File: src/hdl/sbc_pkg.sv
package sbc_pkg;

  localparam int FRAC_BITS_DEF = 8;
  localparam int CW            = 24;   // coordinate width
  localparam int CFG_W         = 15;   // config register width
  localparam int CFG_IDX_W     = 1;

  localparam logic [CFG_IDX_W-1:0] REG_IMG_WIDTH  = 1'd0;
  localparam logic [CFG_IDX_W-1:0] REG_IMG_HEIGHT = 1'd1;

  localparam logic [CFG_W-1:0] IMG_WIDTH_RST  = 15'd640;
  localparam logic [CFG_W-1:0] IMG_HEIGHT_RST = 15'd480;
  localparam logic [CW-1:0]    COORD_MAX      = 24'h7FFFFF;

  localparam logic [1:0] EDGE_TOP    = 2'd0;
  localparam logic [1:0] EDGE_RIGHT  = 2'd1;
  localparam logic [1:0] EDGE_BOTTOM = 2'd2;
  localparam logic [1:0] EDGE_LEFT   = 2'd3;

  // divider: 25 quotient bits, 5 per stage
  localparam int QW         = 25;
  localparam int DIV_STEPS  = 5;
  localparam int DIV_STAGES = QW / DIV_STEPS;

  typedef struct packed {
    logic                 found;
    logic [1:0]           edge_idx;
    logic signed [CW-1:0] x1;
    logic signed [CW-1:0] y1;
    logic signed [CW-1:0] r;
    logic signed [CW-1:0] b;
    logic signed [CW-1:0] cx2;
    logic signed [CW-1:0] cy2;
  } sbc_side_t;

  // quotient wanted is round(-pnum / den)
  typedef struct packed {
    logic signed [49:0] pnum;
    logic signed [24:0] den;
    sbc_side_t          side;
  } sbc_divreq_t;

  typedef struct packed {
    logic [QW-1:0] q;
    logic          neg;
    sbc_side_t     side;
  } sbc_divres_t;

endpackage

File: src/hdl/sbc_div.sv
module sbc_div import sbc_pkg::*; (
  input  logic        clk,
  input  logic        rst,
  input  logic        in_valid,
  output logic        in_ready,
  input  sbc_divreq_t in_req,
  output logic        out_valid,
  input  logic        out_ready,
  output sbc_divres_t out_res
);

  // restoring division of magnitudes, rounding by adding half the divisor first
  typedef struct packed {
    logic [24:0]   rem;
    logic [24:0]   low;
    logic [QW-1:0] q;
    logic [24:0]   ad;
    logic          neg;
    sbc_side_t     side;
  } dstage_t;

  function automatic dstage_t div_steps(input dstage_t a);
    dstage_t    s;
    logic [25:0] t;
    s = a;
    for (int j = 0; j < DIV_STEPS; j++) begin
      t     = {s.rem, s.low[24]};
      s.low = {s.low[23:0], 1'b0};
      if (t >= {1'b0, s.ad}) begin
        s.rem = 25'(t - {1'b0, s.ad});
        s.q   = {s.q[QW-2:0], 1'b1};
      end else begin
        s.rem = t[24:0];
        s.q   = {s.q[QW-2:0], 1'b0};
      end
    end
    return s;
  endfunction

  dstage_t             st [0:DIV_STAGES];
  logic [DIV_STAGES:0] v;
  logic [DIV_STAGES:0] en;

  logic [49:0] an, dsum;
  logic [24:0] ad;
  dstage_t     prep;

  always_comb begin
    an   = in_req.pnum[49] ? 50'(-in_req.pnum) : 50'(in_req.pnum);
    ad   = in_req.den[24] ? 25'(-in_req.den) : 25'(in_req.den);
    dsum = an + 50'(ad >> 1);
    prep.rem  = dsum[49:25];
    prep.low  = dsum[24:0];
    prep.q    = '0;
    prep.ad   = ad;
    prep.neg  = (!in_req.pnum[49] && (in_req.pnum != 0)) != in_req.den[24];
    prep.side = in_req.side;
  end

  always_comb begin
    en[DIV_STAGES] = !v[DIV_STAGES] || out_ready;
    for (int k = DIV_STAGES - 1; k >= 0; k--) en[k] = !v[k] || en[k+1];
  end

  assign in_ready      = en[0];
  assign out_valid     = v[DIV_STAGES];
  assign out_res.q     = st[DIV_STAGES].q;
  assign out_res.neg   = st[DIV_STAGES].neg;
  assign out_res.side  = st[DIV_STAGES].side;

  always_ff @(posedge clk) begin
    if (rst) begin
      v <= '0;
    end else begin
      if (en[0]) v[0] <= in_valid;
      for (int k = 1; k <= DIV_STAGES; k++) begin
        if (en[k]) v[k] <= v[k-1];
      end
    end
    if (en[0]) st[0] <= prep;
    for (int k = 1; k <= DIV_STAGES; k++) begin
      if (en[k]) st[k] <= div_steps(st[k-1]);
    end
  end

endmodule

File: config.mk
export PLATFORM = sky130hd
export DESIGN_NAME = sbc_div
export DESIGN_NICKNAME = d
export VERILOG_FILES = /design/src/hdl/sbc_pkg.sv /design/src/hdl/sbc_div.sv
export SDC_FILE = /design/constraint.sdc
export NUM_CORES = 2
export LEC_CHECK = 0
export ABC_AREA = 1
export BUFFER_PORTS_ARGS = -buffer_cell sky130_fd_sc_hd__buf_2
export CAP_MARGIN = 20
export CORE_AREA = 2 2 437 439
export CTS_CLUSTER_SIZE = 30
export DETAILED_ROUTE_END_ITERATION = 10
export DIE_AREA = 0 0 439 441
export HOLD_SLACK_MARGIN = 0.06
export PLACE_DENSITY_LB_ADDON = 0.3
export SETUP_SLACK_MARGIN = 0.02
export SLEW_MARGIN = 20
export SYNTH_ARGS = -nofsm -noshare
export SYNTH_HDL_FRONTEND = slang
export SYNTH_SLANG_ARGS = --single-unit
File: constraint.sdc
create_clock -name clk -period 33.7 [get_ports clk]
set_clock_uncertainty 0.05 [all_clocks]
set_input_delay 6.74 -clock clk [delete_from_list [all_inputs] [get_ports clk]]
set_output_delay 6.74 -clock clk [all_outputs]
set_load 0.005 [all_outputs]
==> reports/summary.txt <==
PLACE
----------------------------------------------------------------------------------
Post-placement cell area                                                 89100 um2
Port Buffers                                                                   400
Global placer's final weighted congestion                                     1.02
Placed cell count                                                            12500
HPWL Detailed                                                               215 mm

GRT
----------------------------------------------------------------------------------
Number of antenna violations at the first check in global routing               59
Leftover overflow at the end of global routing                                   0
Overall routing resource usage                                               27.5%
Via count of the first global-routing pass                                   66200
Wire length of the first global-routing pass                                402 mm
Pin count of the biggest net entering global routing                            96

ROUTE
----------------------------------------------------------------------------------
Routed wire per std cell                                                   21.2 um
Vias/cell                                                                     5.38
Detailed-route via count                                                     69000
Total Wirelength                                                            271 mm
Iteration count of the initial detailed-routing pass                             8
Starting DRC count in detailed routing                                        5514
Antenna viol nets, final                                                         0
Detailed-route DRC error count                                                   0

WORST HOLD PATH
----------------------------------------------------------------------------------
Number of cells traversed by the worst hold path                                 0
Hold Crit Class                                                       register to register

YOSYS
----------------------------------------------------------------------------------
Number of nets in the synthesized netlist                                    10600
Post-Synthesis Cells                                                          9707
Warning count from the yosys run                                                 0
Register area share after synthesis                                          46.0%
Prevailing post-synth register cell                                   sky130_fd_sc_hd__edfxtp_1
Flip-flop and latch count after synthesis                                     1294
Post-Syn Area                                                            84400 um2
Share of synthesized flip-flops with an asynchronous set or reset               0%
Number of distinct library cells after synthesis                                65
Mapped Avg Cell Area                                                      8.69 um2
Number of enable flip-flop cells after synthesis                              1288

CRITICAL PATH
----------------------------------------------------------------------------------
Worst reg2reg path depth                                                        59
Buffer and inverter count on the worst path                                      6
Endpoint required time on the critical path                               26.91 ns
Critical Path Start Type                                                 input pin
Max FO, Critical Path                                                           95
Cell seen most often among critical-path stages                       sky130_fd_sc_hd__nor2_1
Worst stage delay on the critical path                                     0.63 ns
Path length in cells of the critical path                                       12
CP max stage cell                                                     sky130_fd_sc_hd__nor2_1
Endpoint kind of the worst setup timing path                          primary output
Worst endpoint data arrival time                                          10.97 ns
Cells traversed along the worst timing path                           buf_2, nor2_1, inv_8, nor2_1, inv_8, nor2_1, clkinvlp_4, nor2_1, inv_8, nor2_1, nand2_8, buf_2
Type of the worst setup path                                          input pin to primary output
Family of cells with the greatest summed delay on the critical path   simple AND/OR/NAND/NOR gates

FINAL LAYOUT
----------------------------------------------------------------------------------
Share of post-route cells with drive strength above 1                        7.90%
Cell area after layout                                                   93800 um2
Signed area change from the synthesized netlist to the final layout          11.2%
Nets                                                                         11100
Fillcell total                                                               17900
Number of standard cells in the layout, taps in and fillers out              12800

STA
----------------------------------------------------------------------------------
Period utilisation layout                                                    52.7%
Post-route worst hold slack                                               0.312 ns
Final setup violation count                                                      0
Post-Route Setup TNS                                                          0 ns
Slew margin rel.                                                             15.9%
Final Hold Viols                                                                 0
Worst-Margin Slew                                                          1.25 ns
Unrepaired setup endpoints after global routing                                 no
Count of pins over their slew limit                                              0
Fmax achieved                                                             56.3 MHz
Post-layout min period                                                    17.76 ns

CLOCKING
----------------------------------------------------------------------------------
Clock latency on the worst-skew pair                                       0.81 ns
Post-CTS Setup Repair Bufs                                                       0
CTS Hold Buffers Added                                                           0
Level count of the clock H-tree                                                  4
Clk sink count                                                                1294
PostCTS Resize Cnt                                                               0
CTS clock-pin slew for the worst setup and hold paths                      0.07 ns
Clock tree buffer depth                                                          3
Clock tree from TritonCTS                                                      yes
Number of buffers created by CTS                                               137
Cell chosen for the clock root                                        sky130_fd_sc_hd__clkbuf_16

STATUS
----------------------------------------------------------------------------------
Result of the run                                                     complete, no violations

DIE
----------------------------------------------------------------------------------
Standard-cell row count                                                        160
Placeable Area                                                          189000 um2
Die Y-Extent                                                                441 um
Initial standard-cell utilization of the core                                44.6%
Io pins                                                                        401
Area of the die                                                         194000 um2
Width of the die                                                            439 um

JOB
----------------------------------------------------------------------------------
Number of maximum-capacitance constraint violations                              0

## flip-flops by register name (all words and copies together), names as in the netlist
name	cells
st	1288
v	6
## final cells by class
class | instances | area [um2] | share of cell area (%)
inverter | 1148 | 4350 | 4.63
multi-input combinational | 7137 | 40500 | 43.2
sequential | 1294 | 38800 | 41.3
clock inverter | 84 | 998 | 1.06
timing repair buffer | 436 | 2320 | 2.47
antenna | 35 | 87.6 | 0.0933
clock buffer | 167 | 3610 | 3.85
tap | 2511 | 3140 | 3.35
## layout by cell type, fill, tap and decap left out, types with 74 or more instances in the layout
| cell type | instances |
|---|---|
| sky130_fd_sc_hd__a21oi_1 | 662 |
| sky130_fd_sc_hd__nor3_1 | 102 |
| sky130_fd_sc_hd__ha_1 | 651 |
| sky130_fd_sc_hd__buf_2 | 400 |
| sky130_fd_sc_hd__o21ai_1 | 74 |
| sky130_fd_sc_hd__xnor2_1 | 251 |
| sky130_fd_sc_hd__edfxtp_1 | 1288 |
| sky130_fd_sc_hd__inv_1 | 1128 |
| sky130_fd_sc_hd__nand2_1 | 2702 |
| sky130_fd_sc_hd__xor2_1 | 342 |
| sky130_fd_sc_hd__clkbuf_16 | 137 |
| sky130_fd_sc_hd__o21ai_0 | 454 |
| sky130_fd_sc_hd__nor2_1 | 627 |
| sky130_fd_sc_hd__nand3_1 | 607 |
| sky130_fd_sc_hd__nand4_1 | 124 |
## kinds of logic (layout without fill, tap and decap cells)
logic type	Yosys count	in the layout	synth area share, %
AOI/OAI and AO/OA	1501	1501	9.82
and+or+nand+nor	4366	4366	21.8
DFF	1294	1294	46.0
buffers and inverters	1276	1835	6.03
adders and majority gates	676	676	10.2
xor gates and xnor gates	594	594	6.17
other	0	35	0
## per-layer routing
layer,track usage [%],routed length [um]
met1,34.9,114000
met2,46.8,131000
met3,3.36,13500
met4,12.8,13000
met5,0,27
## cell usage after synthesis (4+ instances only)
cell	n	area share [%]
sky130_fd_sc_hd__and2_1	7	0.052
sky130_fd_sc_hd__nand2_2	17	0.13
sky130_fd_sc_hd__a31oi_1	41	0.30
sky130_fd_sc_hd__inv_1	1133	5.0
sky130_fd_sc_hd__clkbuf_1	26	0.12
sky130_fd_sc_hd__nand2_1	2703	12
sky130_fd_sc_hd__nand3_2	24	0.28
sky130_fd_sc_hd__nand4_1	124	0.92
sky130_fd_sc_hd__nand3_4	5	0.10
sky130_fd_sc_hd__nand2_4	11	0.15
sky130_fd_sc_hd__buf_2	61	0.36
sky130_fd_sc_hd__o311ai_0	5	0.052
sky130_fd_sc_hd__a21oi_1	666	3.9
sky130_fd_sc_hd__o211ai_1	19	0.17
sky130_fd_sc_hd__o2111ai_1	4	0.042
sky130_fd_sc_hd__fa_1	25	0.59
sky130_fd_sc_hd__dfxtp_1	6	0.14
sky130_fd_sc_hd__xnor2_1	251	2.6
sky130_fd_sc_hd__nor4_1	42	0.31
sky130_fd_sc_hd__edfxtp_1	1288	46
sky130_fd_sc_hd__buf_6	19	0.25
sky130_fd_sc_hd__o21ai_1	74	0.44
sky130_fd_sc_hd__o21ai_0	454	2.7
sky130_fd_sc_hd__buf_4	21	0.19
sky130_fd_sc_hd__a21o_1	52	0.46
sky130_fd_sc_hd__a21boi_0	15	0.13
sky130_fd_sc_hd__nor2_1	628	2.8
sky130_fd_sc_hd__o221ai_1	6	0.062
sky130_fd_sc_hd__o21bai_1	58	0.52
sky130_fd_sc_hd__nand3b_1	17	0.15
sky130_fd_sc_hd__nor3_1	102	0.60
sky130_fd_sc_hd__ha_1	651	9.7
sky130_fd_sc_hd__nor2_2	16	0.12
sky130_fd_sc_hd__xor2_1	342	3.5
sky130_fd_sc_hd__inv_2	12	0.053
sky130_fd_sc_hd__o31ai_1	9	0.080
sky130_fd_sc_hd__or2_2	46	0.34
sky130_fd_sc_hd__o21a_1	50	0.44
sky130_fd_sc_hd__nand3_1	607	3.6
sky130_fd_sc_hd__a211oi_1	19	0.17
sky130_fd_sc_hd__a21oi_2	11	0.11
## stage by stage
| stage | util [%] | worst slack (ns) |
|---|---|---|
| after floorplan | - | 1.49 |
| final | 49.6 | 15.94 |
| after CTS | 49.5 | 15.79 |
| after global routing | 49.6 | 15.59 |
| after global placement | 47.1 | 15.70 |
| after detailed placement | 47.1 | 15.81 |
## worst paths after layout
kind | startpoint | to | slack [ns]
min | st[3][176] | st[4][181] | 0.31
max reg2reg | st[1][155] | st[2][245] | 18.42
max | out_ready | in_ready | 15.94
min reg2reg | st[3][176] | st[4][181] | 0.31
Power is left out: the tool's default activity adds up to more than one toggle a clock period on the data nets, which glitch-free logic cannot reach.
